File: src/key_debounce_auto_repeat_top_macros.svh
// assertion macros shared by the key debounce rtl
// needs signals clk and arst_n in the scope where a macro is used
`ifndef KEY_DEBOUNCE_AUTO_REPEAT_TOP_MACROS_SVH
`define KEY_DEBOUNCE_AUTO_REPEAT_TOP_MACROS_SVH
`ifndef NO_ASSERTIONS
// same-cycle implication
`define KDAR_ASSERT_IMP(lbl, ante, cons, msg) \
	lbl: assert property (@(posedge clk) disable iff (!arst_n) (ante) |-> (cons)) \
		else $error(msg);
// next-cycle implication
`define KDAR_ASSERT_NXT(lbl, ante, cons, msg) \
	lbl: assert property (@(posedge clk) disable iff (!arst_n) (ante) |=> (cons)) \
		else $error(msg);
`else
`define KDAR_ASSERT_IMP(lbl, ante, cons, msg)
`define KDAR_ASSERT_NXT(lbl, ante, cons, msg)
`endif
`endif

File: src/kdar_pkg.sv
// types and constants of the key debounce with auto-repeat block
// no dependencies
`timescale 1ns / 1ps

package kdar_pkg;

	localparam int KEY_BITS       = 8;
	localparam int CFG_BITS       = 8;
	localparam int CFG_INDEX_BITS = 2;

	localparam int CODE_BITS_DEF  = 8;
	localparam int COUNT_BITS_DEF = 8;

	// configuration register indexes
	localparam logic [CFG_INDEX_BITS-1:0] REG_PRESS_DELAY  = 2'd0;
	localparam logic [CFG_INDEX_BITS-1:0] REG_REPEAT_LIMIT = 2'd1;
	localparam logic [CFG_INDEX_BITS-1:0] REG_REPEAT_STYLE = 2'd2;

	// repeat styles
	localparam logic STYLE_KEY   = 1'b0;
	localparam logic STYLE_TOUCH = 1'b1;

	localparam logic [CFG_BITS-1:0] PRESS_DELAY_RST  = 8'd5;
	localparam logic [CFG_BITS-1:0] REPEAT_LIMIT_RST = 8'd3;
	localparam logic                REPEAT_STYLE_RST = STYLE_KEY;

	typedef struct packed {
		logic [KEY_BITS-1:0] key_sample;
		logic                second_tick;
	} kdar_in_t;

	typedef struct packed {
		logic [KEY_BITS-1:0] key_code;
		logic                is_repeat;
	} kdar_out_t;

	typedef struct packed {
		logic [CFG_BITS-1:0] press_delay;
		logic [CFG_BITS-1:0] repeat_limit;
		logic                repeat_style;
	} kdar_cfg_t;

endpackage

File: src/key_debounce_auto_repeat_top.sv
// Key debounce with auto-repeat. One scan sample (key code plus one-second tick
// flag) is accepted per clock while the input is not stalled. The sample sits in
// the input register, where its state update and report decision are made, and a
// report, if any, is captured in the output register when the sample moves on.
// The sustained rate is one sample per clock; the input stalls only while a
// report waits in the output register and out_ready is low.
// depends on kdar_pkg, kdar_track and the assertion macro header
`timescale 1ns / 1ps
`include "key_debounce_auto_repeat_top_macros.svh"

module key_debounce_auto_repeat_top
	import kdar_pkg::*;
#(
	parameter int CODE_BITS  = CODE_BITS_DEF,
	parameter int COUNT_BITS = COUNT_BITS_DEF
) (
	input  logic                      clk,
	input  logic                      arst_n,
	input  logic                      in_valid,
	output logic                      in_ready,
	input  kdar_in_t                  in_data,
	output logic                      out_valid,
	input  logic                      out_ready,
	output kdar_out_t                 out_data,
	input  logic                      cfg_valid,
	output logic                      cfg_ready,
	input  logic [CFG_INDEX_BITS-1:0] cfg_index,
	input  logic [CFG_BITS-1:0]       cfg_data
);

	kdar_cfg_t           cfg_q;
	kdar_in_t            data_s1;
	logic                valid_s1;
	logic                out_valid_q;
	kdar_out_t           out_q;
	logic                advance;
	logic                emit, emit_repeat;
	logic [KEY_BITS-1:0] emit_code;

	assign cfg_ready = 1'b1;

	always_ff @(posedge clk or negedge arst_n) begin
		if (!arst_n) begin
			cfg_q.press_delay  <= PRESS_DELAY_RST;
			cfg_q.repeat_limit <= REPEAT_LIMIT_RST;
			cfg_q.repeat_style <= REPEAT_STYLE_RST;
		end else if (cfg_valid && cfg_ready) begin
			case (cfg_index)
				REG_PRESS_DELAY:  cfg_q.press_delay  <= cfg_data;
				REG_REPEAT_LIMIT: cfg_q.repeat_limit <= cfg_data;
				REG_REPEAT_STYLE: cfg_q.repeat_style <= cfg_data[0];
				default: ;
			endcase
		end
	end

	// the staged sample moves on whenever the output register can take a report
	assign advance  = valid_s1 && (!out_valid_q || out_ready);
	assign in_ready = !valid_s1 || advance;

	always_ff @(posedge clk or negedge arst_n) begin
		if (!arst_n) begin
			valid_s1 <= 1'b0;
		end else if (in_ready) begin
			valid_s1 <= in_valid;
		end
	end

	always_ff @(posedge clk) begin
		if (in_valid && in_ready) begin
			data_s1 <= in_data;
		end
	end

	kdar_track #(
		.CODE_BITS  (CODE_BITS),
		.COUNT_BITS (COUNT_BITS)
	) u_track (
		.clk         (clk),
		.arst_n      (arst_n),
		.advance     (advance),
		.sample      (data_s1),
		.cfg         (cfg_q),
		.emit        (emit),
		.emit_repeat (emit_repeat),
		.emit_code   (emit_code)
	);

	always_ff @(posedge clk or negedge arst_n) begin
		if (!arst_n) begin
			out_valid_q <= 1'b0;
		end else if (advance) begin
			out_valid_q <= emit;
		end else if (out_ready) begin
			out_valid_q <= 1'b0;
		end
	end

	always_ff @(posedge clk) begin
		if (advance && emit) begin
			out_q.key_code  <= emit_code;
			out_q.is_repeat <= emit_repeat;
		end
	end

	assign out_valid = out_valid_q;
	assign out_data  = out_q;

	// a report never carries the no-key code
	`KDAR_ASSERT_IMP(a_code_nonzero, out_valid_q, out_q.key_code != '0,
		"report with zero key code")
	// input backpressure only comes from a stalled report
	`KDAR_ASSERT_IMP(a_stall_cause, !in_ready, valid_s1 && out_valid_q && !out_ready,
		"input stalled without a waiting report")
	// a stalled report stays put
	`KDAR_ASSERT_NXT(a_out_hold, out_valid_q && !out_ready, out_valid_q && $stable(out_q),
		"waiting report dropped or changed")

endmodule

File: src/kdar_track.sv
// debounce and auto-repeat state tracker: state registers and their update
// depends on kdar_pkg and the assertion macro header
`timescale 1ns / 1ps
`include "key_debounce_auto_repeat_top_macros.svh"

module kdar_track
	import kdar_pkg::*;
#(
	parameter int CODE_BITS  = CODE_BITS_DEF,
	parameter int COUNT_BITS = COUNT_BITS_DEF
) (
	input  logic                clk,
	input  logic                arst_n,
	input  logic                advance,
	input  kdar_in_t            sample,
	input  kdar_cfg_t           cfg,
	output logic                emit,
	output logic                emit_repeat,
	output logic [KEY_BITS-1:0] emit_code
);

	localparam int CW = (CODE_BITS < KEY_BITS) ? CODE_BITS : KEY_BITS;
	localparam int WW = (COUNT_BITS > CFG_BITS) ? COUNT_BITS : CFG_BITS;
	localparam logic [WW-1:0] CMAX = WW'((1 << COUNT_BITS) - 1);

	logic [CW-1:0]         last_q, held_q, last_d, held_d, code;
	logic [COUNT_BITS-1:0] stable_q, repeat_q, stable_d, repeat_d;
	logic [COUNT_BITS-1:0] delay, limit;
	logic [WW-1:0]         delay_w, limit_w;

	assign code    = sample.key_sample[CW-1:0];
	assign delay_w = WW'(cfg.press_delay);
	assign limit_w = WW'(cfg.repeat_limit);
	// settings beyond the counter range saturate so a count never wraps
	assign delay   = (delay_w > CMAX) ? COUNT_BITS'(CMAX) : COUNT_BITS'(delay_w);
	assign limit   = (limit_w > CMAX) ? COUNT_BITS'(CMAX) : COUNT_BITS'(limit_w);
	assign emit_code = KEY_BITS'(code);

	always_comb begin
		last_d      = last_q;
		held_d      = held_q;
		stable_d    = stable_q;
		repeat_d    = repeat_q;
		emit        = 1'b0;
		emit_repeat = 1'b0;
		if (code == '0) begin
			last_d   = '0;
			held_d   = '0;
			stable_d = '0;
			repeat_d = '0;
		end else begin
			last_d = code;
			if (code != last_q) begin
				held_d   = '0;
				stable_d = '0;
				repeat_d = '0;
			end else if (stable_q < delay) begin
				stable_d = stable_q + COUNT_BITS'(1);
				held_d   = '0;
			end else if (held_q == '0) begin
				held_d = code;
				emit   = 1'b1;
			end else if (cfg.repeat_style == STYLE_KEY) begin
				if (code != held_q) begin
					held_d = code;
				end else if (sample.second_tick) begin
					if (repeat_q < limit) begin
						repeat_d = repeat_q + COUNT_BITS'(1);
					end else begin
						emit        = 1'b1;
						emit_repeat = 1'b1;
					end
				end
			end else begin
				if (repeat_q < limit) begin
					repeat_d = repeat_q + COUNT_BITS'(1);
				end else begin
					repeat_d    = '0;
					emit        = 1'b1;
					emit_repeat = 1'b1;
				end
			end
		end
	end

	always_ff @(posedge clk or negedge arst_n) begin
		if (!arst_n) begin
			last_q   <= '0;
			held_q   <= '0;
			stable_q <= '0;
			repeat_q <= '0;
		end else if (advance) begin
			last_q   <= last_d;
			held_q   <= held_d;
			stable_q <= stable_d;
			repeat_q <= repeat_d;
		end
	end

	// a held code is always the code last sampled
	`KDAR_ASSERT_IMP(a_held_is_last, held_q != '0, held_q == last_q,
		"held code differs from last sample")
	// a first-press report only comes when nothing is held yet
	`KDAR_ASSERT_IMP(a_first_unheld, emit && !emit_repeat, held_q == '0,
		"first press reported while a code is held")
	// after a first-press transaction the code is held
	`KDAR_ASSERT_NXT(a_first_latches, advance && emit && !emit_repeat, held_q != '0,
		"code not held after first press")

endmodule
File: config.mk
export PLATFORM = sky130hd
export DESIGN_NAME = key_debounce_auto_repeat_top
export DESIGN_NICKNAME = d
export VERILOG_FILES = /design/src/kdar_pkg.sv /design/src/key_debounce_auto_repeat_top.sv /design/src/kdar_track.sv
export VERILOG_INCLUDE_DIRS = /design/src /design/src/src
export SDC_FILE = /design/constraint.sdc
export NUM_CORES = 1
export LEC_CHECK = 0
export ABC_AREA = 1
export BUFFER_PORTS_ARGS = -buffer_cell sky130_fd_sc_hd__buf_2
export CAP_MARGIN = 20
export CELL_PAD_IN_SITES_DETAIL_PLACEMENT = 1
export CELL_PAD_IN_SITES_GLOBAL_PLACEMENT = 1
export CORE_ASPECT_RATIO = 0.5
export CORE_UTILIZATION = 45
export CTS_CLUSTER_SIZE = 10
export DETAILED_ROUTE_END_ITERATION = 16
export GPL_TIMING_DRIVEN = 0
export PLACE_DENSITY_LB_ADDON = 0.12
export SYNTH_ARGS = -nofsm -noshare
export SYNTH_HDL_FRONTEND = slang
export SYNTH_HIERARCHICAL = 1
export SYNTH_SLANG_ARGS = --single-unit
File: constraint.sdc
create_clock -name clk -period 3.55 [get_ports clk]
set_clock_uncertainty 0.2 [all_clocks]
set_input_delay 0.71 -clock clk [delete_from_list [all_inputs] [get_ports clk]]
set_output_delay 0.71 -clock clk [all_outputs]
set_load 0.03 [all_outputs]
=== After elaboration in Yosys (flattened, before gate mapping) ===
Index checks and enable logic that the tools add are counted.

* Logic and storage cells: 80
* Bits in writable memories: 0
* Memories kept: 0
* Bits in read-only memories: 0
* Register bits after elaboration: 69
* Latch bits: 0

* Order comparisons: 4
* $mul: 0
* Div/mod/pow operators: 0
* Reductions and logical operators: 22
* Multiplexer cells: 31
* Bitwise logic cells: 0
* Add/subtract/negate cells: 2
* Shift-type cells: 0
* Equal/unequal tests: 8

{| class="wikitable"
|+ Operators by type and width
! cell !! number
|-
| $mux 8 || 21
|-
| $add 8x1->8 const B || 2
|-
| $gt 8x8->1 const B || 2
|-
| $logic_not 8->1 || 2
|-
| $lt 8x8->1 || 2
|-
| $ne 8x8->1 || 2
|-
| $mux 1 || 10
|-
| $reduce_and 2->1 || 4
|-
| $reduce_bool 4->1 || 2
|-
| $ne 3x1->1 const B || 2
|-
| $reduce_and 6->1 || 1
|-
| $ne 5x1->1 const B || 1
|-
| $reduce_bool 5->1 || 1
|-
| $ne 4x2->1 const B || 1
|-
| $reduce_or 4->1 || 1
|-
| $logic_and 1x1->1 || 3
|-
| $reduce_and 3->1 || 1
|-
| $reduce_bool 3->1 || 1
|-
| $eq 2x1->1 const B || 1
|-
| $eq 2x2->1 const B || 1
|-
| $logic_not 1->1 || 2
|-
| $logic_not 2->1 || 1
|-
| $logic_or 1x1->1 || 2
|-
| $reduce_bool 2->1 || 1
|}

=== Logic depth before layout (Yosys ltp) ===
Gate-level depths: netlist of the first run.

* Word-level depth: 12
* Mapped depth: 13

=== Cells and area by module ===
Netlist of the first run, hierarchy kept.

{| class="wikitable"
|+ Modules (own cells, without submodules)
! module !! instances !! cells each !! area each (um2)
|-
| kdar_track || 1 || 410 || 2702.6
|-
| key_debounce_auto_repeat_top || 1 || 111 || 1387.6
|}

=== Least setup slack after synthesis of the first run ===
OpenSTA, ideal clock, no wires.

* Path type: register to register
* From: register cfg_q[2] in the netlist's numbering
* To: register out_q, in the netlist out_data[0] (enable)
* Path slack: 801 ps
* Library setup time: 387 ps
* Stages on the path, launching flop included: 13
* Path buffers: 0
* Period minus slack after synthesis: 2749 ps
* Arrival time: 2162 ps
* Cell sequence: dfstp_2 inv_1 ha_1 nand2_1 nand2_1 nand2_1 nand2_1 nand2_1 nand2_1 o21ai_0 a21oi_1 inv_1 nor3_1

* Word-level cells in the longest chain between the ends: 12

{| class="wikitable"
|+ Ends and longest elaborated chain
! element !! line !! RTL
|-
| start, declared || key_debounce_auto_repeat_top.sv:31 || <nowiki>kdar_cfg_t cfg_q;</nowiki>
|-
| $gt 8x8->1 || kdar_track.sv:36 || <nowiki>assign limit = (limit_w > CMAX) ? COUNT_BITS'(CMAX) : COUNT_BITS'(limit_w);</nowiki>
|-
| $mux 8 * || kdar_track.sv:36 ||
|-
| $lt 8x8->1 * || kdar_track.sv:67, kdar_track.sv:75 ||
|-
| $mux 1 * || kdar_track.sv:67, kdar_track.sv:75 ||
|-
| $mux 1 || kdar_track.sv:66 || <nowiki>end else if (sample.second_tick) begin</nowiki>
|-
| $mux 1 || kdar_track.sv:64 || <nowiki>if (code != held_q) begin</nowiki>
|-
| $mux 1 * || kdar_track.sv:63 || <nowiki>end else if (cfg.repeat_style == STYLE_KEY) begin</nowiki>
|-
| $mux 1 * || kdar_track.sv:60 || <nowiki>end else if (held_q == '0) begin</nowiki>
|-
| $mux 1 * || kdar_track.sv:57 || <nowiki>end else if (stable_q < delay) begin</nowiki>
|-
| $mux 1 * || kdar_track.sv:53 || <nowiki>if (code != last_q) begin</nowiki>
|-
| $mux 1 * || kdar_track.sv:46 || <nowiki>if (code == '0) begin</nowiki>
|-
| named net emit || key_debounce_auto_repeat_top.sv:37 || <nowiki>logic emit, emit_repeat;</nowiki>
|-
| $logic_and 1x1->1 * || key_debounce_auto_repeat_top.sv:100 || <nowiki>if (advance && emit) begin</nowiki>
|-
| end, declared || key_debounce_auto_repeat_top.sv:35 || <nowiki>kdar_out_t out_q;</nowiki>
|}

The timed path passes the listed nets; every way through them passes the cells marked *.
A chain may end at the register's enable or synchronous reset.

=== Worst setup path after layout of the first run ===
* From: register cfg_q[2] in the netlist's numbering
* To: register out_q, in the netlist out_data[3] (enable)

Same word-level chain as after synthesis.

==> impl_metrics.toml, run 1 <==
[clock_tree]
path_clk_slew_ns = 0.05
ctsResizeCount = 0
cts_hold_buf = 0
htreeDepth = 3
insertion_delay_ns = 0.33
clock-sinks = 69
clockBufferDepth = 2
cts-buffers-inserted = 9
post-cts-setup-buffers = 0
cts_tree = "built"
cts_root_buf = "clkbuf_16"

[floorplan]
die_h_um = 69.4
dieArea_um2 = 9500
row_count = 24
start_util = 0.466
boundaryPins = 36
core_area_um2 = 8770
die_x_um = 137

[timing]
slew_headroom = 0.617
fin_tns_setup_ns = 0
slew_viol_final = 0
rsz0062_at_grt = "false"
final-setup-viol-count = 0
max_slew.worst_pin.slew_ns = 0.575
max_freq_mhz = 366
finalCritPeriodShare = 0.771
fin_crit_ns = 2.74
finalHoldViolCount = 0

[critical_path]
crit_required_ns = 3.39
critPathArrivalTime_ns = 2.57
start_kind = "register"
r2r_start = "cfg_q[2]"
path_class = "register to register"
cp-end-kind = "register"
worstPathMaxFanout = 8
reg2reg_slack_ns = 0.81
reg2reg_to = "out_data[3]"
rr_worst_depth = 13

[cells_and_area]
filler_cell_count = 1116
diodes = 0
syn_to_final_growth_pct = 15.1
seq_area_um2 = 1820
drive_gt1_frac = 0.190
layout.nets = 608
multi_input_area_um2 = 1880

[synth]
synth_area_per_cell_um2 = 7.85
netlist_instances = 521
synth_edf_count = 18
yosys_warnings = 6
synth_seq_cells = 69
synth_area_um2 = 4090
ys.flop_type = "dfrtp_1"
syn_nets = 561
ys_seq_area_frac = 0.445
synthDistinctLibCells = 38
synth-async-reset-ratio = 0.739

[grt]
overflow = 0
grt_max_degree = 31
antenna_found_initial = 0
grt_pass1_wl_um = 17200
grt_pass1_vias = 3575
grt_usage = 0.237

[routing]
drc = 0
ant_nets = 0
first_pass_iters = 4
vias = 3462
post_drt_via_cell_ratio = 5.02
drt_iter0_markers = 159
post_drt_wl_per_cell_um = 14.7
routed_wl_um = 10100

[hold_path]
holdCritPathClass = "input pin to asynchronous set/reset pin"

[outcome]
outcome = "finished clean"

[pwr]
powerDensity_nw_per_um2 = 424
power_mw = 1.99
leakage_nw = 2.45
peakVddDrop_uv = 258

[placed_design]
io_buffers = 34
routabilityCongestion = 0.816
dp_hpwl_um = 7840

[flow_run]
cap_violations = 0
flip-flops by register name, summed over array words and instances (netlist names):
register and count:
u_track/held_q 8, u_track/stable_q 8, u_track/last_q 8, cfg_q 17
valid_s1 1, data_s1 9, u_track/repeat_q 8, out_valid 1
out_data 9
placed cells by master (no fill, tap or decap), types with 4 or more instances in the layout:
cell type	netlist	layout
clkbuf_16	0	9
buf_2	1	35
nor2_1	37	37
a21oi_1	10	10
nand3b_1	5	5
ha_1	16	16
nand4_1	15	15
dfstp_2	4	4
nand3_1	28	28
nand2_2	9	9
xnor2_1	4	4
xor2_1	6	6
nor3_1	6	6
inv_2	12	12
nor2_4	4	4
buf_4	10	11
inv_1	57	57
edfxtp_1	18	18
o21ai_0	11	11
nor2_2	5	5
clkbuf_1	2	4
nand2_1	191	191
dfrtp_1	47	47
how the worst max path moves through the flow:
stage | startpoint | end | slack, ns | depth (start not counted)
4_1_cts | data_s1[2] | out_data[3] | 0.78 | 12
5_1_grt | data_s1[2] | out_data[3] | 0.58 | 12
2_1_floorplan | cfg_q[2] | out_data[0] | 0.80 | 12
3_5_place_dp | data_s1[2] | out_data[6] | 0.79 | 12
6_report | cfg_q[2] | out_data[3] | 0.81 | 13
3_3_place_gp | data_s1[2] | out_data[6] | 0.26 | 11
worst max-delay path, stage by stage (launching register included):
cell and delay (ns):
dfstp_2 0.53, inv_1 0.04, ha_1 0.26, nand2_1 0.05, nand2_1 0.05, nand2_1 0.05
nand2_1 0.09, nand2_1 0.12, nand2_1 0.12, o21ai_0 0.14, a21oi_1 0.16, inv_1 0.07
nor3_1 0.32, buf_4 0.25
power by group:
part | internal (mW) | switching [mW]
registers | 0.870 | 0.0391
clock network | 0.490 | 0.334
logic | 0.0918 | 0.169
total | 1.45 | 0.542
cell usage after synthesis (9+ instances only):
cell type  number  area share
inv_2          12       0.011
edfxtp_1       18        0.13
ha_1           16       0.049
nand2_1       191        0.18
inv_1          57       0.052
buf_4          10       0.018
o21ai_0        11       0.013
nand4_1        15       0.023
dfrtp_1        47        0.29
nor2_1         37       0.034
a21oi_1        10       0.012
nand2_2         9       0.014
nand3_1        28       0.034
layer usage:
metal / part of all wire / up-vias / track usage
li1: - / 1731 / -
met1: 0.48 / 1673 / 0.299
met2: 0.48 / 47 / 0.406
met3: 0.031 / 11 / 0.0570
met4: 0.011 / 0 / 0.0635
met5: 0 / - / 0
through the flow:
step / setup WS [ns] / cells / util / cell area [um2] / hold slack (ns)
after floorplan: 0.801 / 521 / - / 4090 / 0.214
after global placement: 0.259 / 672 / 0.503 / 4410 / 0.253
after detailed placement: 0.790 / 674 / 0.506 / 4430 / 0.257
after CTS: 0.775 / 690 / 0.537 / 4710 / 0.191
after global routing: 0.579 / 690 / 0.537 / 4710 / 0.207
final: 0.814 / 690 / 0.537 / 4710 / 0.170
layout make-up:
class | instances | share of cell area
inverters | 71 | 0.0577
clock buffers | 12 | 0.0524
multi-input cells | 366 | 0.400
clock inverters | 4 | 0.00532
plain buffers | 15 | 0.0242
flip-flops and latches | 69 | 0.387
well taps | 117 | 0.0311
repair buffers | 36 | 0.0420
logic make-up (layout without fill, tap and decap cells):
logic type,Yosys count,count (layout),share of synthesized area
flops,69,69,0.445
fa+ha+maj,16,16,0.0489
xor+xnor,10,10,0.0214
simple gates,308,308,0.344
other cells,1,1,0.000917
compound gates,31,31,0.0453
buf+inv,86,138,0.0942
(Power assumes the default switching activity.)
==> inputs of run 2 (changes only) <==
--- a/config.mk
+++ b/config.mk
@@ -12,7 +12,7 @@
 export CELL_PAD_IN_SITES_DETAIL_PLACEMENT = 1
 export CELL_PAD_IN_SITES_GLOBAL_PLACEMENT = 1
 export CORE_ASPECT_RATIO = 0.5
-export CORE_UTILIZATION = 45
+export CORE_UTILIZATION = 40
 export CTS_CLUSTER_SIZE = 10
 export DETAILED_ROUTE_END_ITERATION = 16
 export GPL_TIMING_DRIVEN = 0
==> constraint.sdc (replaced) <==
create_clock -name clk -period 2.4 [get_ports clk]
set_clock_uncertainty 0.2 [all_clocks]
set_input_delay 0.48 -clock clk [delete_from_list [all_inputs] [get_ports clk]]
set_output_delay 0.48 -clock clk [all_outputs]
set_load 0.03 [all_outputs]
==> impl_metrics.toml, run 2 (synthesized netlist as in run 1, its figures left out) <==
[placed_design]
dp_hpwl_um = 7300
place_ws_ns = -0.408
numPlacedInstances = 691
routabilityCongestion = 0.772
io_buffers = 34

[timing]
slew_headroom = 0.648
whs_ns = 0.121
finalCritPeriodShare = 1.03
final-setup-viol-count = 9
rsz0062_at_grt = "true"
finalHoldViolCount = 0
fin_crit_ns = 2.47
setup_ws_ns = -0.0659
max_freq_mhz = 406
max_slew.worst_pin.slew_ns = 0.528
slew_viol_final = 0

[cells_and_area]
diodes = 0
drive_gt1_frac = 0.253
filler_cell_count = 1210
fin_cells = 732
layout.nets = 632
postLayoutCoreUtil = 0.522
final_common_cell = "nand2_1"
layout_common_cells = "nand2_1, inv_1, dfrtp_1, buf_2, nor2_1"
syn_to_final_growth_pct = 23.6
largest_register_ffs = 17
regMostFlops = "cfg_q"
seq_area_um2 = 1820
multi_input_area_um2 = 1970

[routing]
post_drt_via_cell_ratio = 4.78
ant_nets = 0
first_pass_iters = 4
drc = 0
vias = 3498
routed_wl_um = 10200
drt_iter0_markers = 130
post_drt_wl_per_cell_um = 14.0

[clock_tree]
clockBufferDepth = 2
cts-buffers-inserted = 9
cts_root_buf = "clkbuf_16"
insertion_delay_ns = 0.33
htreeDepth = 3
cts_tree = "built"
path_clk_slew_ns = 0.06
clock-sinks = 69

[grt]
grt_pass1_vias = 3509
overflow = 0
antenna_found_initial = 0
grt_usage = 0.210
grt_max_degree = 31
grt_pass1_wl_um = 17100

[critical_path]
critPathArrivalTime_ns = 2.32
rr_worst_depth = 14
start_kind = "register"
reg2reg_to = "out_data[4]"
reg2reg_slack_ns = -0.07
crit_required_ns = 2.25
worstPathMaxFanout = 8
cp-end-kind = "register"
path_class = "register to register"
r2r_start = "data_s1[3]"

[pwr]
peakVddDrop_uv = 290
powerDensity_nw_per_um2 = 624
leakage_nw = 2.60
power_mw = 3.15

[floorplan]
start_util = 0.422
die_h_um = 73.5
dieArea_um2 = 10700
boundaryPins = 36
core_area_um2 = 9700
row_count = 25
die_x_um = 145

[outcome]
outcome = "finished, violations left"
violations = "negative setup slack"

[hold_path]
hp-start = "in_data[6]"
min_path_cells = 1
holdCritPathClass = "input pin to register"
hold-path-endpoint = "data_s1[6]"

[flow_run]
cap_violations = 0
## run 2: cell count changes in the layout (fill, tap and decap cells not counted), moves of 4 or more
cell and change:
nor2_2 +4, nor2_1 -5, buf_4 +19, nand2_1 -4
nand2_2 +4
## run 2: worst max path at each step
stage	startpoint	end	slack, ns	depth (start not counted)
6_report	data_s1[3]	out_data[4]	-0.07	14
5_1_grt	data_s1[3]	out_data[4]	-0.16	14
4_1_cts	cfg_q[2]	out_data[2]	-0.004	13
3_5_place_dp	data_s1[2]	out_data[1]	-0.41	11
3_3_place_gp	data_s1[2]	out_data[2]	-0.44	11
2_1_floorplan	cfg_q[2]	out_data[0]	0.04	12
## run 2: worst max-delay path: stages (launching register included)
cell      delay, ns
edfxtp_1       0.42
buf_4          0.14
inv_2          0.03
nand2_1        0.05
nand2_1        0.09
inv_2          0.06
nand2_2        0.06
nor2_4         0.17
nand2_2        0.13
nor2_4         0.15
nand2_4        0.06
a21oi_2        0.13
inv_2          0.07
nor3_4         0.24
buf_12         0.16
## run 2: area by class of cell
class	instances	share of cell area
Timing Repair Buffer	60	0.0799
Sequential cell	69	0.360
Multi-Input combinational cell	366	0.389
Inverter	71	0.0537
Clock inverter	5	0.0148
Tap cell	135	0.0334
Clock buffer	11	0.0460
Buffer	15	0.0225
## run 2: per-stage QoR
stage	instance area [um2]	setup TNS [ns]
CTS	4950	-0.0228
global placement	4440	-3.91
finish	5060	-0.579
global route	5060	-1.45
floorplan	4100	0
detailed placement	4460	-3.67
## run 2: power by group
part / switching [mW] / internal (mW) / leakage (nW)
sequential: 0.0544 / 1.29 / 0.829
combinational: 0.263 / 0.162 / 1.62
clock: 0.486 / 0.903 / 0.145
total: 0.804 / 2.35 / 2.60
## run 2: timing repair
action | in CTS | in global routing
pin swaps | 10 | 14
gates resized for setup | 12 | 12
setup endpoints to repair | 9 | 18
hold buffers | 1 | 0
setup buffers | 16 | 8
endpoints found under the hold margin | 18 | 0
## run 2: metal layers
metal | GRT usage | part of all wire | wire, um | vias to the layer above
met1 | 0.273 | 0.50 | 5170 | 1659
met4 | 0.0686 | 0.0072 | 74 | 0
met3 | 0.0478 | 0.031 | 319 | 9
li1 | - | - | - | 1780
met5 | 0 | 0 | 0 | -
met2 | 0.353 | 0.46 | 4680 | 50
